File: src/mdwm_pkg.sv
// Shared types, constants and the arctangent table for the mecanum wheel mixer.
`timescale 1ns / 1ps

package mdwm_pkg;

    // Number formats
    localparam int ANGLE_BITS = 16;
    localparam int FRAC_BITS  = 15;
    localparam int GUARD      = 8;
    localparam int ITERS      = 16;
    localparam int CMD_W      = 16;
    localparam int Z_W        = 32;
    localparam int XY_W       = CMD_W + GUARD + 3;
    localparam int GAIN_W     = 32;
    localparam int PROD_W     = XY_W + GAIN_W - 1;
    localparam int MAG_W      = XY_W - 1;
    localparam int Q_W        = FRAC_BITS + GUARD + 1;
    localparam int NUM_W      = MAG_W + Q_W;
    localparam int MAXV_W     = 15;
    localparam int SUM_W      = Q_W + MAXV_W + 1;
    localparam int RES_W      = 17;
    localparam int OUT_W      = 16;
    localparam int WHEELS     = 4;

    // CORDIC gain in Q30
    localparam logic signed [GAIN_W-1:0] GAIN_Q30 = 32'sd652032874;
    localparam logic [MAG_W-1:0] ONE = MAG_W'(1) << (FRAC_BITS + GUARD);

    // Configuration port
    localparam int CFG_IDX_W  = 8;
    localparam int CFG_DATA_W = 16;
    localparam logic [CFG_IDX_W-1:0] REG_VELOCITY_MODE = 8'd0;
    localparam logic [CFG_IDX_W-1:0] REG_MAX_VELOCITY  = 8'd1;
    localparam logic [MAXV_W-1:0]    MAXV_RESET        = 15'd4096;

    typedef logic signed [XY_W-1:0] wheel_t;

    // Normalized wheel magnitudes with their signs
    typedef struct packed {
        logic                         scaled;
        logic [WHEELS-1:0]            neg;
        logic [WHEELS-1:0][Q_W-1:0]   mag;
    } norm_t;

    // Arctangent of 2^-i as a turn fraction in 32 bits
    function automatic logic signed [Z_W-1:0] atan_at(input logic [3:0] i);
        logic signed [Z_W-1:0] v;
        begin
            case (i)
                4'd0:    v = 32'sh20000000;
                4'd1:    v = 32'sh12E4051E;
                4'd2:    v = 32'sh09FB385B;
                4'd3:    v = 32'sh051111D4;
                4'd4:    v = 32'sh028B0D43;
                4'd5:    v = 32'sh0145D7E1;
                4'd6:    v = 32'sh00A2F61E;
                4'd7:    v = 32'sh00517C55;
                4'd8:    v = 32'sh0028BE53;
                4'd9:    v = 32'sh00145F2F;
                4'd10:   v = 32'sh000A2F98;
                4'd11:   v = 32'sh000517CC;
                4'd12:   v = 32'sh00028BE6;
                4'd13:   v = 32'sh000145F3;
                4'd14:   v = 32'sh0000A2FA;
                default: v = 32'sh0000517D;
            endcase
            return v;
        end
    endfunction

endpackage

File: src/mdwm_out.sv
// Output scaling by mode, rounding, saturation and the output word register.
`timescale 1ns / 1ps

module mdwm_out
    import mdwm_pkg::*;
(
    input  logic              clk,
    input  logic              rst_n,
    input  logic              en,
    input  logic              in_valid,
    input  norm_t             norm,
    input  logic              velocity_mode,
    input  logic [MAXV_W-1:0] max_velocity,
    output logic              out_valid,
    output logic [4*OUT_W-1:0] speeds,
    output logic              was_scaled
);

    logic [SUM_W-1:0]  sum_reg [WHEELS];
    logic [WHEELS-1:0] neg_reg;
    logic              sc_reg;
    logic              mode_reg;
    logic              vp_reg;

    logic [SUM_W-1:0]  shifted [WHEELS];
    logic [RES_W-1:0]  res [WHEELS];
    logic [OUT_W-1:0]  sat [WHEELS];
    logic [4*OUT_W-1:0] spd_reg;
    logic              ws_reg;
    logic              vo_reg;

    // Scale by max velocity or drop the guard bits, with rounding
    always_ff @(posedge clk)
    begin
        if (en)
        begin
            for (int k = 0; k < WHEELS; k++)
            begin
                if (velocity_mode)
                    sum_reg[k] <= SUM_W'(norm.mag[k]) * SUM_W'(max_velocity)
                                  + (SUM_W'(1) << (FRAC_BITS + GUARD - 1));
                else
                    sum_reg[k] <= SUM_W'(norm.mag[k]) + (SUM_W'(1) << (GUARD - 1));
            end
            neg_reg  <= norm.neg;
            sc_reg   <= norm.scaled;
            mode_reg <= velocity_mode;
        end
    end

    // Restore the sign and saturate
    always_comb
    begin
        for (int k = 0; k < WHEELS; k++)
        begin
            shifted[k] = mode_reg ? (sum_reg[k] >> (FRAC_BITS + GUARD))
                                  : (sum_reg[k] >> GUARD);
            res[k]     = shifted[k][RES_W-1:0];
            if (!neg_reg[k])
                sat[k] = (res[k] > RES_W'(32767)) ? 16'h7FFF : res[k][OUT_W-1:0];
            else
                sat[k] = (res[k] > RES_W'(32768)) ? 16'h8000 : OUT_W'(-res[k]);
        end
    end

    always_ff @(posedge clk)
    begin
        if (en)
        begin
            for (int k = 0; k < WHEELS; k++)
            begin
                spd_reg[k*OUT_W +: OUT_W] <= sat[k];
            end
            ws_reg <= sc_reg;
        end
    end

    always_ff @(posedge clk or negedge rst_n)
    begin
        if (!rst_n)
        begin
            vp_reg <= 1'b0;
            vo_reg <= 1'b0;
        end
        else if (en)
        begin
            vp_reg <= in_valid;
            vo_reg <= vp_reg;
        end
    end

    assign out_valid  = vo_reg;
    assign speeds     = spd_reg;
    assign was_scaled = ws_reg;

endmodule

File: config.mk
export PLATFORM = sky130hd
export DESIGN_NAME = mdwm_out
export DESIGN_NICKNAME = d
export VERILOG_FILES = /design/src/mdwm_pkg.sv /design/src/mdwm_out.sv
export SDC_FILE = /design/constraint.sdc
export NUM_CORES = 2
export LEC_CHECK = 0
export ABC_AREA = 1
export ABC_CLOCK_PERIOD_IN_PS = 3700
export BUFFER_PORTS_ARGS = -buffer_cell sky130_fd_sc_hd__buf_2
export CAP_MARGIN = 0
export CORE_ASPECT_RATIO = 1.4
export CORE_MARGIN = 2
export CORE_UTILIZATION = 60
export CTS_BUF_LIST = sky130_fd_sc_hd__clkbuf_16
export DETAILED_ROUTE_END_ITERATION = 16
export PLACE_DENSITY = 0.8
export SLEW_MARGIN = 30
export SYNTH_ARGS = -nofsm -noshare
export SYNTH_HDL_FRONTEND = slang
export SYNTH_SLANG_ARGS = --single-unit
File: constraint.sdc
create_clock -name clk -period 3.7 [get_ports clk]
set_input_delay 0.555 -clock clk [delete_from_list [all_inputs] [get_ports clk]]
set_output_delay 0.555 -clock clk [all_outputs]
set_load 0.05 [all_outputs]
Word level (Yosys, flattened, before mapping)
Memories as Yosys holds them, arrays and structs flattened.
Cells that the tools add are included.
{"block": "classes", "reduce_logical": 0, "n_shift": 0, "n_lt_le_gt_ge": 8, "eq_ne": 0, "mul": 4, "div": 0, "n_mux": 26, "n_addsub": 12, "n_bitwise": 4}
{"cell": "$mux W16", "n": 12}
{"cell": "$add A39 B23 Y40 const B", "n": 4}
{"cell": "$mux W40", "n": 4}
{"cell": "$mul A24 B15 Y39", "n": 4}
{"cell": "$add A24 B8 Y25 const B", "n": 4}
{"cell": "$gt A17 B15 Y1 const B", "n": 4}
{"cell": "$gt A17 B16 Y1 const B", "n": 4}
{"cell": "$mux W17", "n": 4}
{"cell": "$neg A16 Y16", "n": 4}
{"cell": "$mux W1", "n": 6}
{"cell": "$or A1 B1 Y1", "n": 4}
{"block": "word_totals", "memories": 1, "latchBits": 0, "word_cells": 62, "mem_bits_ro": 0, "inputBits": 121, "out_inout_bits": 66, "ramBits": 160, "ff_bits": 73}
{"memory": "sum_reg", "words": 4, "word_bits": 40, "read_ports": 4, "rd_ports_with_merged_regs": 0, "wr": 4, "line_no": "mdwm_out.sv:19", "text": "logic [SUM_W-1:0] sum_reg [WHEELS];"}

Logic depth before layout (Yosys ltp)
An unclocked memory read counts as a cell.
{"block": "depth", "depth_word": 5, "ltp_mapped": 29, "mapped_depth_nobuf": 27}

Worst setup path after synthesis
No wires, ideal clock.
{"block": "synth_path", "kind": "input -> register", "from": "input max_velocity[8]", "to": "memory sum_reg[0][22] in the netlist's numbering, data pin", "required_ns": 3.433, "n_path_buf": 3, "path_slack_ns": -2.460, "cell_stages": 24, "setup_ns": 0.267, "t_arrival_ns": 5.894, "cell_sequence": "clkbuf_1 clkbuf_1 buf_1 nand2_1 fa_1 inv_1 fa_1 inv_1 fa_1 inv_1 fa_1 fa_1 inv_1 fa_1 inv_1 ha_1 a21oi_1 a21boi_0 o21ai_0 nand2_1 nand3_1 or2_2 nand3_1 o21ai_0"}
{"element": "start, declared", "line_no": "mdwm_out.sv:13", "text": "input logic [MAXV_W-1:0] max_velocity,"}
{"element": "end, declared", "line_no": "mdwm_out.sv:19"}

==> flow_summary.json <==
{
  "hold_slack_ns": 0.161,
  "synthFlopType": "edfxtp_1",
  "ys_seq_area_share_pct": 9.63,
  "rsz0062_at_grt": "yes",
  "clk_latency_ns": 0.57,
  "clk_path_buf_depth": 3,
  "grt_overflow": 0,
  "path_class": "primary input to flop",
  "synth.largest_area_cell": "fa_1",
  "antenna_found_initial": 22,
  "place_hpwl_um": 181000,
  "cts_root_buf": "clkbuf_16",
  "ys_types": 53,
  "via_count": 59600,
  "core_area_um2": 101000,
  "cts_tree": "done",
  "cts_buffers": 24,
  "layout_setup_ws_ns": -2.26,
  "synthesis.nets": 9909,
  "area_growth_pct": 28.0,
  "cts_max_level": 1,
  "hold_viol": 0,
  "worstPathRequired_ns": 3.97,
  "worstReg2RegStart": "mode_reg",
  "die-area_um2": 104000,
  "top_layer": "met5",
  "synth-async-reset-ratio_pct": 0.995,
  "maxSlewViolCount": 0,
  "reg2reg_depth": 12,
  "synth.top_cell.area_share_pct": 37.4,
  "routed_wl_um": 236000,
  "boundaryPins": 187,
  "gr-usage-all-layers_pct": 44.2,
  "syn_area_per_cell_um2": 7.50,
  "fmax_mhz": 168,
  "skew_ns": 0.0351,
  "layout_min_cycle_time_ns": 5.96,
  "rr_endpoint": "speeds[25]",
  "yosysMostFrequentCell": "nand2_1",
  "min_to": "sc_reg",
  "port-buffer-count": 186,
  "finalCritPeriodShare_pct": 161,
  "maxCapViolCount": 0,
  "violations": "negative setup slack",
  "synthTopCellsByArea": "fa_1 (37%), nand2_1 (14%), inv_1 (14%), ha_1 (10%), edfxtp_1 (9.1%)",
  "first_pass_iters": 9,
  "routedWlPerCell_um": 22.5,
  "status": "finished, violations left",
  "finalSetupViolCount": 128,
  "synth_commonest_cells": "nand2_1 (2212), inv_1 (2204), fa_1 (1140)",
  "worstSetupStartpointType": "primary input",
  "worstHoldPathCells": 1,
  "route.met3.wl_um": 21700,
  "min_from": "norm[100]",
  "syn_area_um2": 61000,
  "ys_ff_latch": 201,
  "clock-sinks": 201,
  "grt_max_degree": 153,
  "met2_length_um": 115000,
  "dpl_cell_area_um2": 71200,
  "num_rows": 138,
  "drive_gt1_share_pct": 24.4,
  "tightest_slew_ns": 0.988,
  "place_inst": 10300,
  "largest_register_ffs": 128,
  "route.detailed.drc": 0,
  "start_util_pct": 60.4,
  "grt_pass1_wl_um": 346000,
  "hold_class": "primary input to flop",
  "rrSetupSlack_ns": 0.35,
  "die_h_um": 381,
  "relSlewSlack_pct": 34.1,
  "synth_edf_count": 184,
  "finalInstanceArea_um2": 78100,
  "cp_data_arrival_time_ns": 6.23,
  "path_clk_slew_ns": 0.06,
  "via_per_inst": 5.68,
  "critPathCaptureType": "flop",
  "cp_max_fo": 9,
  "grt_pass1_vias": 64600,
  "netlist_instances": 8140,
  "instances_no_fill": 10500,
  "nets": 10900,
  "place.gp.congestion": 1.09,
  "yosysWarnings": 0,
  "drtIter0Drc": 4289,
  "drtAntennaViolNets": 0,
  "die_w_um": 274,
  "wl_met1_um": 64200
}
-- per-stage QoR --
step / worst slack (ns) / utilization (%) / TNS, ns
global route: -2.34 / 77.3 / -250.29
CTS: -1.83 / 74.1 / -210.49
floorplan: -1.83 / - / -258.94
global placement: -2.99 / 70.5 / -314.49
detailed placement: -2.99 / 70.5 / -318.94
finish: -2.26 / 77.3 / -231.21
-- cells in the final DEF, fill, tap and decap left out, drive strengths merged, types with 2 or more instances in the layout --
master | netlist | routed
edfxtp | 184 | 184
and3 | 5 | 5
or2 | 13 | 13
and2 | 5 | 5
clkbuf | 275 | 41
nor3b | 4 | 4
a21oi | 251 | 251
o211ai | 4 | 4
o22ai | 14 | 14
a211oi | 11 | 11
o31ai | 4 | 4
fa | 1140 | 1140
o21bai | 10 | 10
nor3 | 68 | 68
o311ai | 4 | 4
nor4 | 22 | 22
dfrtp | 2 | 2
nand2 | 2217 | 2217
o21a | 10 | 10
nand4 | 43 | 43
ha | 508 | 508
nor2 | 376 | 376
bufinv | 0 | 4
diode | 0 | 10
nand3 | 158 | 158
xnor2 | 41 | 41
a21boi | 12 | 12
clkinvlp | 0 | 4
a31oi | 16 | 16
inv | 2208 | 2211
o21ai | 346 | 346
xor2 | 54 | 54
a21o | 15 | 15
buf | 97 | 1322
bufbuf | 0 | 2
clkinv | 2 | 10
nand3b | 5 | 5
dfxtp | 15 | 15
-- cell type report --
| class | count | area (um2) |
|---|---|---|
| fillers | 7164 | 22900 |
| repair buffers | 1341 | 11800 |
| clock buffers | 25 | 626 |
| multi-input cells | 5357 | 49600 |
| clock inverters | 19 | 198 |
| inverters | 2210 | 8300 |
| diodes | 10 | 25.0 |
| well taps | 1330 | 1660 |
| flip-flops and latches | 201 | 5880 |
-- cell families after synthesis --
logic type | Yosys count | share of synthesized area, %
buffers and inverters | 2582 | 16.1
and+or+nand+nor | 2916 | 19.0
xor gates and xnor gates | 95 | 1.36
DFF | 201 | 9.63
adders and majority gates | 1648 | 47.8
AOI/OAI and AO/OA | 698 | 6.14
-- per-layer routing --
| metal | GRT usage, % | vias to the layer above |
|---|---|---|
| met4 | 49.5 | 22 |
| li1 | - | 25800 |
| met3 | 9.66 | 1856 |
| met2 | 78.0 | 3379 |
| met1 | 38.6 | 28500 |
| met5 | 0.0470 | - |
-- repair_timing --
action,4_1_cts,5_1_grt
gates cloned,13,5
hold endpoints to repair,2,0
setup buffers,56,110
hold buffers,1,0
pin swaps,148,358
endpoints found under the setup margin,128,128
gates resized for setup,524,668
-- critical path, cell delays in order --
cell and delay, ns:
buf_12 0.12, buf_16 0.16, nand2_1 0.39, inv_1 0.13
fa_1 0.53, inv_1 0.08, fa_1 0.52, inv_1 0.07
fa_1 0.55, fa_2 0.44, fa_1 0.50, inv_1 0.05
fa_1 0.53, inv_1 0.09, ha_4 0.26, buf_4 0.18
nand2_4 0.12, nor2_4 0.05, buf_4 0.13, a21oi_2 0.16
o211ai_1 0.11, buf_4 0.17, buf_6 0.12, xnor2_2 0.12
o21ai_1 0.08
-- worst max-delay path by stage --
stage / startpoint / endpoint / slack (ns) / cells after the start
finish: max_velocity[5] / sum_reg[0][63] / -2.26 / 25
global route: max_velocity[9] / sum_reg[0][63] / -2.34 / 23
CTS: max_velocity[9] / sum_reg[1][77] / -1.83 / 23
detailed placement: max_velocity[0] / sum_reg[0][56] / -2.99 / 21
global placement: max_velocity[2] / sum_reg[0][19] / -2.99 / 21
floorplan: max_velocity[8] / sum_reg[0][22] / -1.83 / 24
Power is left out: the tool's default activity adds up to more than one toggle a clock period on the data nets, which glitch-free logic cannot reach.
